## src/hdl/qetok_pkg.sv

```systemverilog
`default_nettype none
// ----------------------------------------------------------------------------
// qetok_pkg
// Shared types, codes and helpers of the quoted, escaped string tokenizer.
// ----------------------------------------------------------------------------
package qetok_pkg;

  localparam int unsigned MAX_SET_CHARS = 8;
  localparam int unsigned SET_W         = 64;
  localparam int unsigned CNT_W         = 4;
  localparam int unsigned CFG_IDX_W     = 3;
  localparam int unsigned CFG_DATA_W    = 64;

  // register indexes
  localparam logic [CFG_IDX_W-1:0] CFG_DELIM    = 3'd0;
  localparam logic [CFG_IDX_W-1:0] CFG_PRESERVE = 3'd1;
  localparam logic [CFG_IDX_W-1:0] CFG_QUOTE    = 3'd2;
  localparam logic [CFG_IDX_W-1:0] CFG_ESCAPE   = 3'd3;
  localparam logic [CFG_IDX_W-1:0] CFG_SIZES    = 3'd4;
  localparam logic [CFG_IDX_W-1:0] CFG_KEEPQ    = 3'd5;

  // reset values of the registers
  localparam logic [SET_W-1:0] RST_DELIM    = 64'h0920;
  localparam logic [SET_W-1:0] RST_PRESERVE = 64'h0;
  localparam logic [SET_W-1:0] RST_QUOTE    = 64'h2722;
  localparam logic [SET_W-1:0] RST_ESCAPE   = 64'h005C;
  localparam logic [15:0]      RST_SIZES    = 16'h1202;

  // result kinds
  localparam logic [1:0] KIND_APPEND = 2'd0;
  localparam logic [1:0] KIND_END    = 2'd1;
  localparam logic [1:0] KIND_DELIM  = 2'd2;

  typedef struct packed {
    logic [7:0] char_in;
    logic       end_of_string;
  } in_item_t;

  typedef struct packed {
    logic [1:0] kind;
    logic [7:0] char_out;
    logic       last_of_run;
  } out_item_t;

  typedef struct packed {
    logic [1:0] kind;
    logic [7:0] char_out;
  } res_t;

  // one queue entry: the one or two results of a request
  typedef struct packed {
    logic two;
    res_t res0;
    res_t res1;
  } q_entry_t;

  // byte lookup in a packed set; counts above the limit saturate
  function automatic logic in_set(input logic [SET_W-1:0] set,
                                  input logic [CNT_W-1:0] cnt,
                                  input logic [7:0]       ch);
    logic hit;
    hit = 1'b0;
    for (int i = 0; i < MAX_SET_CHARS; i++) begin
      if ((CNT_W'(i) < cnt) && (set[8*i +: 8] == ch)) hit = 1'b1;
    end
    return hit;
  endfunction

endpackage
`default_nettype wire

```

## src/hdl/quoted_escaped_tokenizer_core.sv

```systemverilog
`default_nettype none
// ----------------------------------------------------------------------------
// quoted_escaped_tokenizer_core
// Byte-serial tokenizer with quoting, escapes, plain and preserved delimiters.
// ----------------------------------------------------------------------------
// One byte is taken per request and classified in the cycle it is accepted;
// its results (none, one or two) go into a two-entry queue and leave through
// a registered output, one result per cycle while out_ready is high, so a
// new byte can be accepted every cycle while the queue has room and earlier
// results drain. The single output port sets the sustained rate, lower for
// bytes that yield two results. A byte's results wait in the queue, then go
// through the output register. Registers are written through cfg_* at any
// idle time and take effect on the next byte; indexes above five are ignored.
// ----------------------------------------------------------------------------
module quoted_escaped_tokenizer_core (
  input  wire logic                              clk,
  input  wire logic                              rst_n,
  input  wire logic                              cfg_we,
  input  wire logic [qetok_pkg::CFG_IDX_W-1:0]   cfg_index,
  input  wire logic [qetok_pkg::CFG_DATA_W-1:0]  cfg_wdata,
  input  wire logic                              in_valid,
  output logic                                   in_ready,
  input  wire qetok_pkg::in_item_t               in_data,
  output logic                                   out_valid,
  input  wire logic                              out_ready,
  output qetok_pkg::out_item_t                   out_data
);

  logic                push, q_full, pop, q_valid;
  qetok_pkg::q_entry_t push_data, q_data;

  qetok_front u_front (
    .clk       (clk),
    .rst_n     (rst_n),
    .cfg_we    (cfg_we),
    .cfg_index (cfg_index),
    .cfg_wdata (cfg_wdata),
    .in_valid  (in_valid),
    .in_ready  (in_ready),
    .in_data   (in_data),
    .push      (push),
    .push_data (push_data),
    .q_full    (q_full)
  );

  qetok_queue u_queue (
    .clk       (clk),
    .rst_n     (rst_n),
    .push      (push),
    .push_data (push_data),
    .full      (q_full),
    .pop       (pop),
    .q_valid   (q_valid),
    .q_data    (q_data)
  );

  qetok_back u_back (
    .clk       (clk),
    .rst_n     (rst_n),
    .q_valid   (q_valid),
    .q_data    (q_data),
    .pop       (pop),
    .out_valid (out_valid),
    .out_ready (out_ready),
    .out_data  (out_data)
  );

endmodule
`default_nettype wire

```

## src/hdl/qetok_front.sv

```systemverilog
`default_nettype none
// ----------------------------------------------------------------------------
// qetok_front
// Configuration registers, tokenizer state and byte classification. Each
// request with results gives one queue entry holding its one or two results.
// ----------------------------------------------------------------------------
module qetok_front (
  input  wire logic                              clk,
  input  wire logic                              rst_n,
  input  wire logic                              cfg_we,
  input  wire logic [qetok_pkg::CFG_IDX_W-1:0]   cfg_index,
  input  wire logic [qetok_pkg::CFG_DATA_W-1:0]  cfg_wdata,
  input  wire logic                              in_valid,
  output logic                                   in_ready,
  input  wire qetok_pkg::in_item_t               in_data,
  output logic                                   push,
  output qetok_pkg::q_entry_t                    push_data,
  input  wire logic                              q_full
);

  logic [qetok_pkg::SET_W-1:0] delim_r, preserve_r, quote_r, escape_r;
  logic [15:0]                 sizes_r;
  logic                        keepq_r;

  logic       in_quote_r, in_quote_nxt;
  logic [7:0] open_q_r, open_q_nxt;
  logic       esc_pend_r, esc_pend_nxt;
  logic       tok_ne_r, tok_ne_nxt;

  logic       accept;
  logic [1:0] cnt;
  logic       append, end_tok, delim_tok;
  logic [7:0] ch;
  qetok_pkg::res_t r0, r1, rx;

  assign in_ready = !q_full;
  assign accept   = in_valid && in_ready;
  assign ch       = in_data.char_in;

  always_ff @(posedge clk) begin
    if (!rst_n) begin
      delim_r    <= qetok_pkg::RST_DELIM;
      preserve_r <= qetok_pkg::RST_PRESERVE;
      quote_r    <= qetok_pkg::RST_QUOTE;
      escape_r   <= qetok_pkg::RST_ESCAPE;
      sizes_r    <= qetok_pkg::RST_SIZES;
      keepq_r    <= 1'b0;
    end else if (cfg_we) begin
      unique case (cfg_index)
        qetok_pkg::CFG_DELIM:    delim_r    <= cfg_wdata;
        qetok_pkg::CFG_PRESERVE: preserve_r <= cfg_wdata;
        qetok_pkg::CFG_QUOTE:    quote_r    <= cfg_wdata;
        qetok_pkg::CFG_ESCAPE:   escape_r   <= cfg_wdata;
        qetok_pkg::CFG_SIZES:    sizes_r    <= cfg_wdata[15:0];
        qetok_pkg::CFG_KEEPQ:    keepq_r    <= cfg_wdata[0];
        default: ;
      endcase
    end
  end

  always_comb begin
    in_quote_nxt = in_quote_r;
    open_q_nxt   = open_q_r;
    esc_pend_nxt = 1'b0;
    tok_ne_nxt   = tok_ne_r;
    append       = 1'b0;
    end_tok      = 1'b0;
    delim_tok    = 1'b0;

    if (esc_pend_r) begin
      append = 1'b1;
    end else if (qetok_pkg::in_set(escape_r, sizes_r[15:12], ch)) begin
      esc_pend_nxt = 1'b1;
    end else begin
      append = 1'b1;
      if (qetok_pkg::in_set(quote_r, sizes_r[11:8], ch)) begin
        if (!in_quote_r) begin
          in_quote_nxt = 1'b1;
          open_q_nxt   = ch;
          append       = keepq_r;
        end else if (open_q_r == ch) begin
          in_quote_nxt = 1'b0;
          open_q_nxt   = 8'd0;
          append       = keepq_r;
        end
      end
      if (!in_quote_nxt) begin
        if (qetok_pkg::in_set(delim_r, sizes_r[3:0], ch)) begin
          end_tok = 1'b1;
          append  = 1'b0;
        end
        if (qetok_pkg::in_set(preserve_r, sizes_r[7:4], ch)) begin
          if (tok_ne_r) end_tok = 1'b1;
          append    = 1'b0;
          delim_tok = 1'b1;
        end
      end
    end

    // place results in order; at most two can arise
    cnt = 2'd0;
    r0  = '0;
    r1  = '0;
    rx  = '0;
    if (append) begin
      r0         = '{kind: qetok_pkg::KIND_APPEND, char_out: ch};
      cnt        = 2'd1;
      tok_ne_nxt = 1'b1;
    end
    if (end_tok) begin
      rx = '{kind: qetok_pkg::KIND_END, char_out: 8'd0};
      if (cnt == 2'd0) r0 = rx;
      else             r1 = rx;
      cnt        = cnt + 2'd1;
      tok_ne_nxt = 1'b0;
    end
    if (delim_tok) begin
      rx = '{kind: qetok_pkg::KIND_DELIM, char_out: ch};
      if (cnt == 2'd0) r0 = rx;
      else             r1 = rx;
      cnt = cnt + 2'd1;
    end
    if (in_data.end_of_string) begin
      if (tok_ne_nxt) begin
        rx = '{kind: qetok_pkg::KIND_END, char_out: 8'd0};
        if (cnt == 2'd0) r0 = rx;
        else             r1 = rx;
        cnt = cnt + 2'd1;
      end
      in_quote_nxt = 1'b0;
      open_q_nxt   = 8'd0;
      esc_pend_nxt = 1'b0;
      tok_ne_nxt   = 1'b0;
    end

    push      = accept && (cnt != 2'd0);
    push_data = '{two: (cnt == 2'd2), res0: r0, res1: r1};
  end

  always_ff @(posedge clk) begin
    if (!rst_n) begin
      in_quote_r <= 1'b0;
      open_q_r   <= 8'd0;
      esc_pend_r <= 1'b0;
      tok_ne_r   <= 1'b0;
    end else if (accept) begin
      in_quote_r <= in_quote_nxt;
      open_q_r   <= open_q_nxt;
      esc_pend_r <= esc_pend_nxt;
      tok_ne_r   <= tok_ne_nxt;
    end
  end

endmodule
`default_nettype wire

```

## src/hdl/qetok_queue.sv

```systemverilog
`default_nettype none
// ----------------------------------------------------------------------------
// qetok_queue
// Two-entry queue between the classifier and the result serialiser.
// ----------------------------------------------------------------------------
module qetok_queue (
  input  wire logic                 clk,
  input  wire logic                 rst_n,
  input  wire logic                 push,
  input  wire qetok_pkg::q_entry_t  push_data,
  output logic                      full,
  input  wire logic                 pop,
  output logic                      q_valid,
  output qetok_pkg::q_entry_t       q_data
);

  qetok_pkg::q_entry_t mem_r [2];
  logic       wr_ptr_r, rd_ptr_r;
  logic [1:0] count_r;

  assign full    = (count_r == 2'd2);
  assign q_valid = (count_r != 2'd0);
  assign q_data  = mem_r[rd_ptr_r];

  always_ff @(posedge clk) begin
    if (push) mem_r[wr_ptr_r] <= push_data;
  end

  always_ff @(posedge clk) begin
    if (!rst_n) begin
      wr_ptr_r <= 1'b0;
      rd_ptr_r <= 1'b0;
      count_r  <= 2'd0;
    end else begin
      if (push) wr_ptr_r <= !wr_ptr_r;
      if (pop)  rd_ptr_r <= !rd_ptr_r;
      if (push && !pop)      count_r <= count_r + 2'd1;
      else if (pop && !push) count_r <= count_r - 2'd1;
    end
  end

endmodule
`default_nettype wire

```

## src/hdl/qetok_back.sv

```systemverilog
`default_nettype none
// ----------------------------------------------------------------------------
// qetok_back
// Result serialiser: sends queue results through the output register, one
// per cycle unless out_ready stalls, marking the last of each request.
// ----------------------------------------------------------------------------
module qetok_back (
  input  wire logic                 clk,
  input  wire logic                 rst_n,
  input  wire logic                 q_valid,
  input  wire qetok_pkg::q_entry_t  q_data,
  output logic                      pop,
  output logic                      out_valid,
  input  wire logic                 out_ready,
  output qetok_pkg::out_item_t      out_data
);

  logic                 out_valid_r;
  qetok_pkg::out_item_t out_data_r;
  logic                 pend_valid_r;
  qetok_pkg::res_t      pend_r;
  logic                 load;

  assign load      = !out_valid_r || out_ready;
  assign pop       = load && !pend_valid_r && q_valid;
  assign out_valid = out_valid_r;
  assign out_data  = out_data_r;

  always_ff @(posedge clk) begin
    if (!rst_n) begin
      out_valid_r  <= 1'b0;
      pend_valid_r <= 1'b0;
    end else if (load) begin
      if (pend_valid_r) begin
        out_valid_r  <= 1'b1;
        pend_valid_r <= 1'b0;
      end else begin
        out_valid_r  <= q_valid;
        pend_valid_r <= q_valid && q_data.two;
      end
    end
  end

  always_ff @(posedge clk) begin
    if (load) begin
      if (pend_valid_r) begin
        out_data_r <= '{kind: pend_r.kind, char_out: pend_r.char_out, last_of_run: 1'b1};
      end else begin
        out_data_r <= '{kind: q_data.res0.kind, char_out: q_data.res0.char_out,
                        last_of_run: !q_data.two};
        pend_r     <= q_data.res1;
      end
    end
  end

endmodule
`default_nettype wire

```

## config.mk

```make
export PLATFORM = sky130hd
export DESIGN_NAME = quoted_escaped_tokenizer_core
export DESIGN_NICKNAME = d
export VERILOG_FILES = /design/src/hdl/qetok_pkg.sv /design/src/hdl/quoted_escaped_tokenizer_core.sv /design/src/hdl/qetok_front.sv /design/src/hdl/qetok_queue.sv /design/src/hdl/qetok_back.sv
export SDC_FILE = /design/constraint.sdc
export NUM_CORES = 1
export LEC_CHECK = 0
export BUFFER_PORTS_ARGS = -buffer_cell sky130_fd_sc_hd__clkbuf_2
export CORE_MARGIN = 3
export CORE_UTILIZATION = 61
export CTS_BUF_LIST = sky130_fd_sc_hd__clkbuf_8 sky130_fd_sc_hd__clkbuf_16
export DETAILED_ROUTE_END_ITERATION = 6
export PLACE_DENSITY = 0.76
export SKIP_CTS_REPAIR_TIMING = 1
export SYNTH_ARGS = -nofsm -noshare
export SYNTH_HDL_FRONTEND = slang
export SYNTH_HIERARCHICAL = 1
export SYNTH_SLANG_ARGS = --single-unit
```

## constraint.sdc

```tcl
create_clock -name clk -period 5.77 [get_ports clk]
set_input_delay 0.2885 -clock clk [delete_from_list [all_inputs] [get_ports clk]]
set_output_delay 0.2885 -clock clk [all_outputs]
set_load 0.005 [all_outputs]
```

; After elaboration in Yosys (flattened, before gate mapping)
; Memory sizes are Yosys's and may differ from the RTL's. A register that Yosys moved wholly into a read port is not among the register bits.
; Index checks and enable logic that the tools add are counted.
[totals]
memories = 1
word_cells = 275
register_bits = 311
ram_bits = 42
[op_classes]
bitwise_logic = 1
n_addsub = 5
eq_ne = 43
muxes = 108
reduce_logical = 65
magnitude_cmp = 32
[mem_list]
columns = name, words, width, rd, rd_clocked_by_memory_dff, write_ports, line_no
row1 = u_queue.mem_r, 2, 21, 1, 1, 1, qetok_queue.sv:17  ; qetok_pkg::q_entry_t mem_r [2];
[ops]
columns = operator, count
row1 = 8-bit equality test, 33
row2 = 10-bit 2-to-1 mux, 12
row3 = 1-bit 2-to-1 mux, 80
row4 = "3-bit by 4-bit less-than comparator with 1-bit output, first input constant", 16
row5 = 8-bit 2-to-1 mux, 7
row6 = 1-bit logical AND, 39
row7 = "1-bit by 4-bit less-than comparator with 1-bit output, first input constant", 8
row8 = "2-bit by 4-bit less-than comparator with 1-bit output, first input constant", 8
row9 = 9-bit 2-to-1 mux, 2
row10 = 2-bit AND reduction, 7
row11 = 2-bit 2-to-1 mux, 6
row12 = 11-bit 2-to-1 mux, 1
row13 = 1-bit zero test, 8
row14 = 2-bit nonzero test, 4
row15 = "2-bit by 1-bit adder with 2-bit output, second input constant", 3
row16 = "3-bit by 2-bit equality test with 1-bit output, second input constant", 2
row17 = "3-bit equality test, second input constant", 2
row18 = 2-bit zero test, 3
row19 = 5-bit AND reduction, 1
row20 = "2-bit equality test, second input constant", 2
row21 = "2-bit != test, second input constant", 2
row22 = "3-bit by 1-bit equality test with 1-bit output, second input constant", 1
row23 = 3-bit zero test, 1
row24 = "3-bit != test, second input constant", 1
row25 = 5 further kinds, 5

; Depth between registers and ports, before layout
; Gate-level depths: netlist of the first run.
[logic_depth]
depth_word = 38
depth_mapped = 23
mapped_depth_nobuf = 19

; By module
; Netlist of the first run, hierarchy kept.
[by_module_without_submodules]
columns = mod, seq_area_each_um2, cells_per_inst, area_each_um2, instances
row1 = qetok_front, 5685.5, 1753, 14461.4, 1
row2 = qetok_queue, 1361.3, 87, 1729.2, 1
row3 = qetok_back, 670.6, 44, 900.9, 1

; Least setup slack after synthesis of the first run
; No wires, ideal clock.
[synth_path]
path_type = input to register
startpoint = input in_data[5] (netlist name)
endpoint = memory u_queue/mem_r[0][0] (netlist name) (enable)
setup_slack_ps = 1031
required_ps = 5367
n_path_buf = 2
t_arrival_ps = 4337
setup_ps = 403
path_stages = 18
cell_sequence = buf_4 buf_12 xor2_1 nor4_1 nand3_1 nor4_1 a221o_1 nor3_1 or2_2 and2_1 ha_1 xor2_2 inv_1 ha_1 inv_1 a41oi_1 o21a_1 nor2b_1
[synth_via]
elab_chain_len = 30
word_cells_on_any_way = 143
[synth_lines]
columns = element, line_no
row1 = start: declaration, quoted_escaped_tokenizer_core.sv:23  ; input wire qetok_pkg::in_item_t in_data,
row2 = 8-bit equality test, qetok_pkg.sv:64  ; if ((CNT_W'(i) < cnt) && (set[8*i +: 8] == ch)) hit = 1'b1;
row3 = 1-bit logical AND, qetok_pkg.sv:64
row4 = 1-bit 2-to-1 mux (8 in series), qetok_pkg.sv:64
row5 = 1-bit 2-to-1 mux (on tied branches), "qetok_front.sv:72, qetok_front.sv:87"
row6 = 1-bit 2-to-1 mux (on tied branches), "qetok_front.sv:70, qetok_front.sv:72"
row7 = 1-bit 2-to-1 mux (on tied branches), "qetok_front.sv:76, qetok_front.sv:70"
row8 = 1-bit 2-to-1 mux (on tied branches), "qetok_front.sv:88, qetok_front.sv:72"
row9 = 1-bit 2-to-1 mux (on tied branches), "qetok_front.sv:92, qetok_front.sv:70"
row10 = [... 8 more ...], --
row11 = 2-bit by 1-bit adder with 2-bit output, qetok_front.sv:128  ; cnt = cnt + 2'd1;
row12 = 2-bit 2-to-1 mux, qetok_front.sv:124  ; if (tok_ne_nxt) begin
row13 = 2-bit 2-to-1 mux *, qetok_front.sv:123  ; if (in_data.end_of_string) begin
row14 = 2-bit nonzero test *, qetok_front.sv:136  ; push = accept && (cnt != 2'd0);
row15 = 1-bit logical AND *, qetok_front.sv:136
row16 = net push, quoted_escaped_tokenizer_core.sv:29  ; logic push, q_full, pop, q_valid;
row17 = 1-bit 2-to-1 mux *, qetok_queue.sv:26  ; if (push) mem_r[wr_ptr_r] <= push_data;
row18 = 1-bit 2-to-1 mux (implied by the code) *, qetok_queue.sv:26
row19 = end: declaration, qetok_queue.sv:17
; Mark *: on every way through the listed nets, which the timed path passes. The rest lies on a longest branch. The select of a mux whose other input is x is not followed.

; Final worst setup path of the first run
[layout_path]
startpoint = input in_data[2] (netlist name)
endpoint = register u_queue.count_r[1]
[layout_via]
elab_chain_len = 31
word_cells_on_any_way = 146
[layout_lines]
columns = element, line_no
row1 = 8-bit equality test, qetok_pkg.sv:64
row2 = 1-bit logical AND, qetok_pkg.sv:64
row3 = 1-bit 2-to-1 mux (8 in series), qetok_pkg.sv:64
row4 = 1-bit 2-to-1 mux (on tied branches), "qetok_front.sv:72, qetok_front.sv:87"
row5 = 1-bit 2-to-1 mux (on tied branches), "qetok_front.sv:70, qetok_front.sv:72"
row6 = 1-bit 2-to-1 mux (on tied branches), "qetok_front.sv:76, qetok_front.sv:70"
row7 = 1-bit 2-to-1 mux (on tied branches), "qetok_front.sv:88, qetok_front.sv:72"
row8 = 1-bit 2-to-1 mux (on tied branches), "qetok_front.sv:92, qetok_front.sv:70"
row9 = [... 9 more ...], --
row10 = 2-bit 2-to-1 mux, qetok_front.sv:124
row11 = 2-bit 2-to-1 mux *, qetok_front.sv:123
row12 = 2-bit nonzero test *, qetok_front.sv:136
row13 = 1-bit logical AND *, qetok_front.sv:136
row14 = net push, quoted_escaped_tokenizer_core.sv:29
row15 = 1-bit zero test, qetok_queue.sv:38  ; else if (pop && !push) count_r <= count_r - 2'd1;
row16 = 1-bit logical AND, qetok_queue.sv:38
row17 = 2-bit nonzero test (no source line), --
row18 = end signal: assignment, qetok_queue.sv:37  ; if (push && !pop) count_r <= count_r + 2'd1;
row19 = end signal: assignment, qetok_queue.sv:38
row20 = end: declaration, qetok_queue.sv:19  ; logic [1:0] count_r;
; Marked as above.
; A chain may end at the register's enable or synchronous reset.

==> results.py, run 1 <==
metrics = {
    "status": {
        "outcome": "finished clean",
    },
    "logic_synthesis": {
        "synth_nets": 1971,
        "synth_top_family_by_area": "simple AND/OR/NAND/NOR gates",
        "synth-compound-area-share_pct": 14.4,
        "mappedNetlistArea_mm2": 0.0171,
        "adder_cell_share_of_the_synthesized_area_pct": 0.439,
        "ys_async_sr_fraction_pct": 0,
        "synth_edf_count": 63,
        "ys_warn_count": 6,
        "post_synth.cell_area_avg_um2": 9.07,
        "netlist_instances": 1884,
        "simple_gate_share_of_the_synthesized_area_pct": 19.1,
        "yosys_register_bits": 354,
        "synthDistinctLibCells": 65,
        "synth_xor_xnor_area_share_pct": 13.8,
        "synth_ff_type": "sky130_fd_sc_hd__dfxtp_1",
        "synth_sequential_area_ratio_pct": 45.2,
        "multiplexer_fraction_of_the_synthesized_cell_area_pct": 2.24,
    },
    "clock_network": {
        "cts.clk_slew.worst_paths_ns": 0.06,
        "clock_latency_at_the_later_pin_of_the_worst_skew_pair_ns": 0.52,
        "h_tree_levels": 2,
        "max_clock_buf_depth": 3,
        "cts.sink_count": 354,
        "numCtsBuffers": 38,
        "cts_tree": "built",
        "root_buffer": "sky130_fd_sc_hd__clkbuf_16",
    },
    "place": {
        "hpwlAfterDp_mm": 29.3,
        "final_weighted_congestion_in_routability_driven_placement": 0.926,
        "portBuffers": 93,
        "placed_area_mm2": 0.0175,
    },
    "route": {
        "routedWlPerCell_um": 19.8,
        "dr.pass1.iters": 5,
        "post_drt_via_cell_ratio": 5.77,
        "wl_mm": 45.8,
        "drt.antenna.violating_nets": 0,
        "post-route-drc-count": 0,
        "via_count_of_the_routed_design": 13386,
        "drt-initial-drc-count": 1377,
    },
    "sta": {
        "slew_headroom_pct": 30.8,
        "slew_viol_final": 0,
        "report.final.hold_viol_count": 0,
        "final.setup_skew_ns": 0.0126,
        "rsz0062_at_grt": "no",
        "tightestPinTransition_ns": 1.04,
        "totalNegativeSetupSlack_ns": 0,
        "fin_crit_sh_pct": 82.8,
        "max_frequency_ghz": 0.209,
        "finalSetupViolCount": 0,
        "post-route-min-period_ns": 4.78,
    },
    "pwr": {
        "pwr-share-clk_pct": 40.4,
        "share_of_total_power_in_sequential_cells_pct": 47.5,
        "vdd.ir_drop.worst_mv": 0.240,
        "power_switching_share_pct": 24.6,
        "pwr_density_cell_mw_per_mm2": 319,
        "power_frac_comb_pct": 12.1,
        "p_int_mw": 4.51,
        "switchingPower_mw": 1.47,
        "leakage_nw": 6.94,
    },
    "floorplanning": {
        "start_util_pct": 62.7,
        "placeableCoreArea_mm2": 0.0273,
        "die_area_mm2": 0.0301,
        "ios": 94,
        "row_count": 60,
        "die_x_extent_um": 173,
        "die_h_um": 173,
    },
    "min_path": {
        "worst_hold_path.num_cells": 3,
        "hp-class": "in -> reg",
    },
    "cells_and_area": {
        "drive_gt1_share_pct": 12.0,
        "diodes": 0,
        "growth_of_design_area_from_synthesis_to_finish_pct": 9.69,
        "fill_cells": 2167,
        "layout.nets": 2008,
        "seq_area_mm2": 0.00772,
        "fin_area_mm2": 0.0187,
        "multi_input_area_mm2": 0.00856,
    },
    "flow_run": {
        "drv_cap": 0,
    },
    "critical_path": {
        "worst_ep_arrival_time_ns": 5.22,
        "critical-path-slowest-cell": "sky130_fd_sc_hd__clkbuf_2",
        "timing_worst_setup_path_type": "in -> reg",
        "cell_by_cell_listing_of_the_critical_path": "clkbuf_2 -> xnor2_1 -> nand4_1 -> o22ai_1 -> a211oi_1 -> a41oi_1 -> nor3_1 -> or2_2 -> and2_1 -> ha_1 -> xor2_2 -> inv_1 -> ha_1 -> inv_1 -> a41oi_1 -> o21a_1 -> ha_1 -> or3_1 -> a21boi_1",
        "worst-r2r-cell-count": 17,
        "end_kind": "register",
        "required_arrival_time_at_the_worst_endpoint_ns": 6.22,
        "crit_path_max_fanout": 22,
        "critPathMaxStageDelay_ns": 0.50,
        "critical_path.startpoint_type": "input port",
        "worst_path_most_repeated_cell": "sky130_fd_sc_hd__ha_1",
    },
    "grt": {
        "grtUsageTotal_pct": 29.7,
        "grt_antenna_before_repair": 0,
        "grt_remaining_overflow": 0,
        "grt_pass1_vias": 13051,
        "global_route_wire_length_before_repair_mm": 71.9,
        "grt_max_degree": 124,
    },
}
==> synthesized netlist by cell type, types with 4 or more instances <==
master / number / share of area [%]
sky130_fd_sc_hd__a21boi_0: 265 / 12
sky130_fd_sc_hd__a21o_1: 4 / 0.18
sky130_fd_sc_hd__inv_1: 12 / 0.26
sky130_fd_sc_hd__nand4_1: 30 / 1.1
sky130_fd_sc_hd__nand2b_1: 11 / 0.40
sky130_fd_sc_hd__nor2b_1: 5 / 0.18
sky130_fd_sc_hd__o21a_1: 4 / 0.18
sky130_fd_sc_hd__clkbuf_1: 82 / 1.8
sky130_fd_sc_hd__nand3_1: 38 / 1.1
sky130_fd_sc_hd__nor3_1: 22 / 0.64
sky130_fd_sc_hd__a22oi_1: 4 / 0.18
sky130_fd_sc_hd__buf_2: 8 / 0.23
sky130_fd_sc_hd__nand2_1: 559 / 12
sky130_fd_sc_hd__o21ai_0: 6 / 0.18
sky130_fd_sc_hd__or3_1: 5 / 0.18
sky130_fd_sc_hd__buf_12: 5 / 0.59
sky130_fd_sc_hd__and2_1: 16 / 0.59
sky130_fd_sc_hd__buf_8: 8 / 0.70
sky130_fd_sc_hd__nor4_1: 32 / 1.2
sky130_fd_sc_hd__xor2_1: 156 / 8.0
sky130_fd_sc_hd__xnor2_1: 111 / 5.7
sky130_fd_sc_hd__mux2_2: 26 / 1.7
sky130_fd_sc_hd__nor2_1: 17 / 0.37
sky130_fd_sc_hd__buf_1: 8 / 0.18
sky130_fd_sc_hd__a31oi_1: 4 / 0.15
sky130_fd_sc_hd__edfxtp_1: 63 / 11
sky130_fd_sc_hd__a21oi_1: 7 / 0.20
sky130_fd_sc_hd__buf_6: 16 / 1.1
sky130_fd_sc_hd__mux2_4: 6 / 0.53
sky130_fd_sc_hd__o211ai_1: 4 / 0.18
sky130_fd_sc_hd__dfxtp_1: 291 / 34
sky130_fd_sc_hd__ha_1: 6 / 0.44
sky130_fd_sc_hd__and3_1: 9 / 0.33
==> power by group through the flow <==
stage          logic [mW]  clock network [mW]  registers (mW)
2_1_floorplan       0.532                   0            2.85
3_3_place_gp        0.697                   0            2.88
3_5_place_dp        0.716                   0            2.89
4_1_cts             0.723                2.43            2.84
5_1_grt             0.784                2.54            2.86
6_report            0.724                2.41            2.84
==> cells by family (layout without fill, tap and decap cells) <==
group	after synthesis	in the layout
buffers and inverters	142	205
XOR/XNOR	268	268
adder cells (fa/ha/maj)	6	6
AND/OR/NAND/NOR	757	757
multiplexers	32	32
AO/OA/AOI/OAI	325	325
flip-flops	354	354
==> stage by stage <==
| step | instances | setup WS, ns | utilization (%) | power [mW] | hold WS (ns) |
|---|---|---|---|---|---|
| 2_1_floorplan | 1884 | 1.03 | - | 3.38 | 0.406 |
| 3_3_place_gp | 2253 | 0.766 | 64.3 | 3.58 | 0.462 |
| 3_5_place_dp | 2253 | 0.674 | 64.3 | 3.61 | 0.470 |
| 4_1_cts | 2319 | 1.14 | 68.8 | 6.00 | 0.0351 |
| 5_1_grt | 2319 | 0.708 | 68.8 | 6.18 | 0.0537 |
| 6_report | 2319 | 0.993 | 68.8 | 5.98 | 0.0469 |
==> sequential cells by signal, indices dropped and copies added (netlist names), named ones only <==
signal and flops:
u_front/delim_r 64, u_front/escape_r 64, u_front/preserve_r 64, u_front/quote_r 64
u_queue/mem_r 42, u_front/sizes_r 16, u_back/out_data 11, u_back/pend_r 10
u_front/open_q_r 8, u_queue/count_r 2, u_back/out_valid 1, u_back/pend_valid_r 1
u_front/esc_pend_r 1, u_front/in_quote_r 1, u_front/keepq_r 1, u_front/tok_ne_r 1
u_queue/rd_ptr_r 1, u_queue/wr_ptr_r 1
==> worst max-delay path, delay by kind of cell <==
family / cells / cell delay (ns)
AO/OA/AOI/OAI: 6 / 1.47
buffers and inverters: 3 / 0.64
AND/OR/NAND/NOR: 5 / 1.25
adder cells (fa/ha/maj): 3 / 0.91
XOR/XNOR: 2 / 0.66
==> cell usage in the layout (no fill, tap or decap), types with 3 or more instances in the layout <==
cell                        count
sky130_fd_sc_hd__clkbuf_8       3
sky130_fd_sc_hd__a211oi_1       3
sky130_fd_sc_hd__and2_1        14
sky130_fd_sc_hd__mux2_4         6
sky130_fd_sc_hd__a22oi_1        4
sky130_fd_sc_hd__nand3_1       37
sky130_fd_sc_hd__nand4_1       30
sky130_fd_sc_hd__xnor2_1      111
sky130_fd_sc_hd__o21a_1         4
sky130_fd_sc_hd__nand2b_1      11
sky130_fd_sc_hd__nor4_1        32
sky130_fd_sc_hd__nor2b_1        4
sky130_fd_sc_hd__edfxtp_1      63
sky130_fd_sc_hd__and3_1         8
sky130_fd_sc_hd__a31oi_1        4
sky130_fd_sc_hd__a21oi_1        7
sky130_fd_sc_hd__a21o_1         4
sky130_fd_sc_hd__nor4_2         3
sky130_fd_sc_hd__ha_1           6
sky130_fd_sc_hd__o21ai_0        6
sky130_fd_sc_hd__mux2_2        26
sky130_fd_sc_hd__xor2_1       156
sky130_fd_sc_hd__dfxtp_1      291
sky130_fd_sc_hd__clkinv_2       4
sky130_fd_sc_hd__inv_1         27
sky130_fd_sc_hd__bufinv_16      3
sky130_fd_sc_hd__o211ai_1       4
sky130_fd_sc_hd__a21boi_0     265
sky130_fd_sc_hd__o22ai_1        3
sky130_fd_sc_hd__nand2_1      557
sky130_fd_sc_hd__nor3_1        21
sky130_fd_sc_hd__or3_1          4
sky130_fd_sc_hd__nor2_1        17
sky130_fd_sc_hd__clkbuf_16     41
sky130_fd_sc_hd__clkbuf_2      92
sky130_fd_sc_hd__buf_4         33
==> final cells by class <==
type / count / share of cell area (%)
clock buffers: 44 / 5.69
clock inverters: 22 / 0.888
inverters: 13 / 0.260
multi-input cells: 1388 / 45.7
flip-flops and latches: 354 / 41.2
well taps: 372 / 2.48
repair buffers: 126 / 3.84
==> layer usage <==
| metal | GRT usage, % | vias up | share of wire [%] |
|---|---|---|---|
| met1 | 40.3 | 6347 | 42 |
| met5 | 0 | - | 0 |
| met2 | 48.6 | 585 | 46 |
| li1 | - | 6333 | - |
| met3 | 4.75 | 121 | 8.3 |
| met4 | 10.2 | 0 | 3.2 |
==> final timing paths <==
path | startpoint | end | slack (ns)
max reg2reg | u_front/preserve_r[36] | u_queue/count_r[1] | 1.07
max | in_data[2] | u_queue/count_r[1] | 0.99
min reg2reg | u_front/delim_r[52] | u_front/delim_r[52] | 0.47
min | cfg_wdata[61] | u_front/delim_r[61] | 0.05
(Power assumes the default switching activity.)
==> run 2: changes to the inputs <==
--- a/config.mk
+++ b/config.mk
@@ -7,10 +7,10 @@
 export LEC_CHECK = 0
 export BUFFER_PORTS_ARGS = -buffer_cell sky130_fd_sc_hd__clkbuf_2
 export CORE_MARGIN = 3
-export CORE_UTILIZATION = 61
+export CORE_UTILIZATION = 56
 export CTS_BUF_LIST = sky130_fd_sc_hd__clkbuf_8 sky130_fd_sc_hd__clkbuf_16
 export DETAILED_ROUTE_END_ITERATION = 6
-export PLACE_DENSITY = 0.76
+export PLACE_DENSITY = 0.73
 export SKIP_CTS_REPAIR_TIMING = 1
 export SYNTH_ARGS = -nofsm -noshare
 export SYNTH_HDL_FRONTEND = slang
==> constraint.sdc (replaced) <==
create_clock -name clk -period 4.25 [get_ports clk]
set_input_delay 0.2125 -clock clk [delete_from_list [all_inputs] [get_ports clk]]
set_output_delay 0.2125 -clock clk [all_outputs]
set_load 0.005 [all_outputs]
==> results.py, run 2 (synthesis gave the netlist of run 1 again) <==
metrics = {
    "clock_network": {
        "cts_tree": "built",
        "cts.sink_count": 354,
        "max_clock_buf_depth": 3,
        "clock_latency_at_the_later_pin_of_the_worst_skew_pair_ns": 0.52,
        "root_buffer": "sky130_fd_sc_hd__clkbuf_16",
        "numCtsBuffers": 39,
        "cts.clk_slew.worst_paths_ns": 0.06,
        "h_tree_levels": 2,
    },
    "route": {
        "drt.antenna.violating_nets": 0,
        "post_drt_via_cell_ratio": 5.61,
        "via_count_of_the_routed_design": 13613,
        "drt-initial-drc-count": 1139,
        "routedWlPerCell_um": 19.1,
        "wl_mm": 46.3,
        "post-route-drc-count": 0,
        "dr.pass1.iters": 5,
    },
    "critical_path": {
        "cp-endpoint": "u_queue/count_r[1]",
        "worst_ep_arrival_time_ns": 4.58,
        "critical_path.startpoint_type": "register",
        "crit_path_max_fanout": 8,
        "timing.rr.end": "u_queue/count_r[1]",
        "timing_worst_setup_path_type": "reg -> reg",
        "cell_by_cell_listing_of_the_critical_path": "nor4_2 -> buf_4 -> nor4_2 -> nand4_1 -> o31ai_1 -> or4_4 -> a21o_1 -> o21ba_1 -> buf_4 -> xor2_4 -> inv_2 -> ha_4 -> inv_2 -> a41oi_2 -> o21a_2 -> ha_4 -> or3_1 -> a21boi_1",
        "required_arrival_time_at_the_worst_endpoint_ns": 4.69,
        "worst-r2r-cell-count": 18,
        "end_kind": "register",
        "crit-reg2reg-launch": "u_front/sizes_r[14]",
        "ff2ff_setup_slack_ns": 0.12,
        "cp-startpoint": "u_front/sizes_r[14]",
        "critical-path-slowest-cell": "sky130_fd_sc_hd__or4_4",
        "critPathMaxStageDelay_ns": 0.55,
    },
    "floorplanning": {
        "die_h_um": 181,
        "row_count": 63,
        "die_area_mm2": 0.0327,
        "ios": 94,
        "die_x_extent_um": 181,
        "placeableCoreArea_mm2": 0.0299,
        "start_util_pct": 57.2,
    },
    "cells_and_area": {
        "layout.cells.most_common": "sky130_fd_sc_hd__nand2_1",
        "instances_no_fill": 2427,
        "growth_of_design_area_from_synthesis_to_finish_pct": 16.8,
        "drive_gt1_share_pct": 18.0,
        "seq_area_mm2": 0.00773,
        "fin_area_mm2": 0.0200,
        "fill_cells": 2377,
        "layout.nets": 2094,
        "most-common-layout-cells": "sky130_fd_sc_hd__nand2_1 (557), sky130_fd_sc_hd__dfxtp_1 (282), sky130_fd_sc_hd__a21boi_0 (265), sky130_fd_sc_hd__xor2_1 (153), sky130_fd_sc_hd__xnor2_1 (111)",
        "multi_input_area_mm2": 0.00884,
    },
    "grt": {
        "global_route_wire_length_before_repair_mm": 73.1,
        "global_route.peak_usage_layer": "met2",
        "grt_pass1_vias": 13504,
        "grt_remaining_overflow": 0,
        "grt_antenna_before_repair": 2,
        "grt_max_degree": 185,
        "gr-usage-met2_pct": 46.1,
        "grtUsageTotal_pct": 27.5,
        "grt_util_met3_pct": 4.23,
        "grt_use_met1_pct": 36.6,
    },
    "sta": {
        "hold-worst-slack_ns": -0.0247,
        "slew_headroom_pct": 23.4,
        "report.final.hold_viol_count": 39,
        "fin_crit_sh_pct": 97.2,
        "finalSetupViolCount": 0,
        "tightestPinTransition_ns": 1.15,
        "fin_ws_ns": 0.118,
        "final.setup_skew_ns": 0.0147,
        "totalNegativeSetupSlack_ns": 0,
        "slew_viol_final": 0,
        "post-route-min-period_ns": 4.13,
        "max_frequency_ghz": 0.242,
    },
    "pwr": {
        "pwr_density_cell_mw_per_mm2": 415,
        "leakage_nw": 7.48,
        "vdd.ir_drop.worst_mv": 0.286,
    },
    "place": {
        "dp_cells": 2340,
        "portBuffers": 93,
        "placed_area_mm2": 0.0182,
        "hpwlAfterDp_mm": 30.2,
        "final_weighted_congestion_in_routability_driven_placement": 0.918,
        "detailedPlace.worstSlack_ns": -0.554,
    },
    "status": {
        "failed_checks": "hold timing",
        "outcome": "complete, but fails checks",
    },
    "min_path": {
        "hp-class": "in -> reg",
        "hold_path_startpoint": "cfg_wdata[31]",
    },
    "flow_run": {
        "drv_cap": 0,
    },
}
[run 2: metal layers]
layer  part of all wire, %  vias to the layer above
met1                    43                     6540
met4                   3.3                        0
met3                   6.1                      121
met5                     0                        -
met2                    47                      453
li1                      -                     6499
[run 2: worst max-delay path, delay by kind of cell, from the launching register on]
kind	cells	cell delay [ns]
AOI/OAI and AO/OA	6	1.14
xor gates and xnor gates	1	0.16
DFF	1	0.40
and+or+nand+nor	5	1.40
buffers and inverters	4	0.46
adders and majority gates	2	0.48
[run 2: layout make-up]
type,count,area share [%]
clock buffers,52,5.90
flip-flops and latches,354,38.7
multi-input cells,1388,44.3
diodes,2,0.0251
well taps,390,2.44
inverters,13,0.244
clock inverters,17,0.501
repair buffers,211,7.89
[run 2: how the worst min path moves through the flow]
stage,cells past startpoint,slack [ns],end
after global placement,2,0.46,u_front/escape_r[33]
after global routing,3,0.0003,u_front/preserve_r[17]
after CTS,3,-0.04,u_front/quote_r[27]
after detailed placement,2,0.47,u_front/quote_r[27]
final,3,-0.02,u_front/escape_r[31]
after floorplan,1,0.33,u_queue/wr_ptr_r
[run 2: power breakdown]
part | switching, mW | internal (mW)
Clock | 1.33 | 1.99
Combinational | 0.570 | 0.535
Sequential | 0.144 | 3.71
[run 2: stage by stage]
step | total power, mW | util [%]
after floorplan | 4.59 | -
after global placement | 4.94 | 61.0
after detailed placement | 4.97 | 61.0
after CTS | 8.28 | 65.3
after global routing | 8.58 | 66.8
final | 8.28 | 66.8
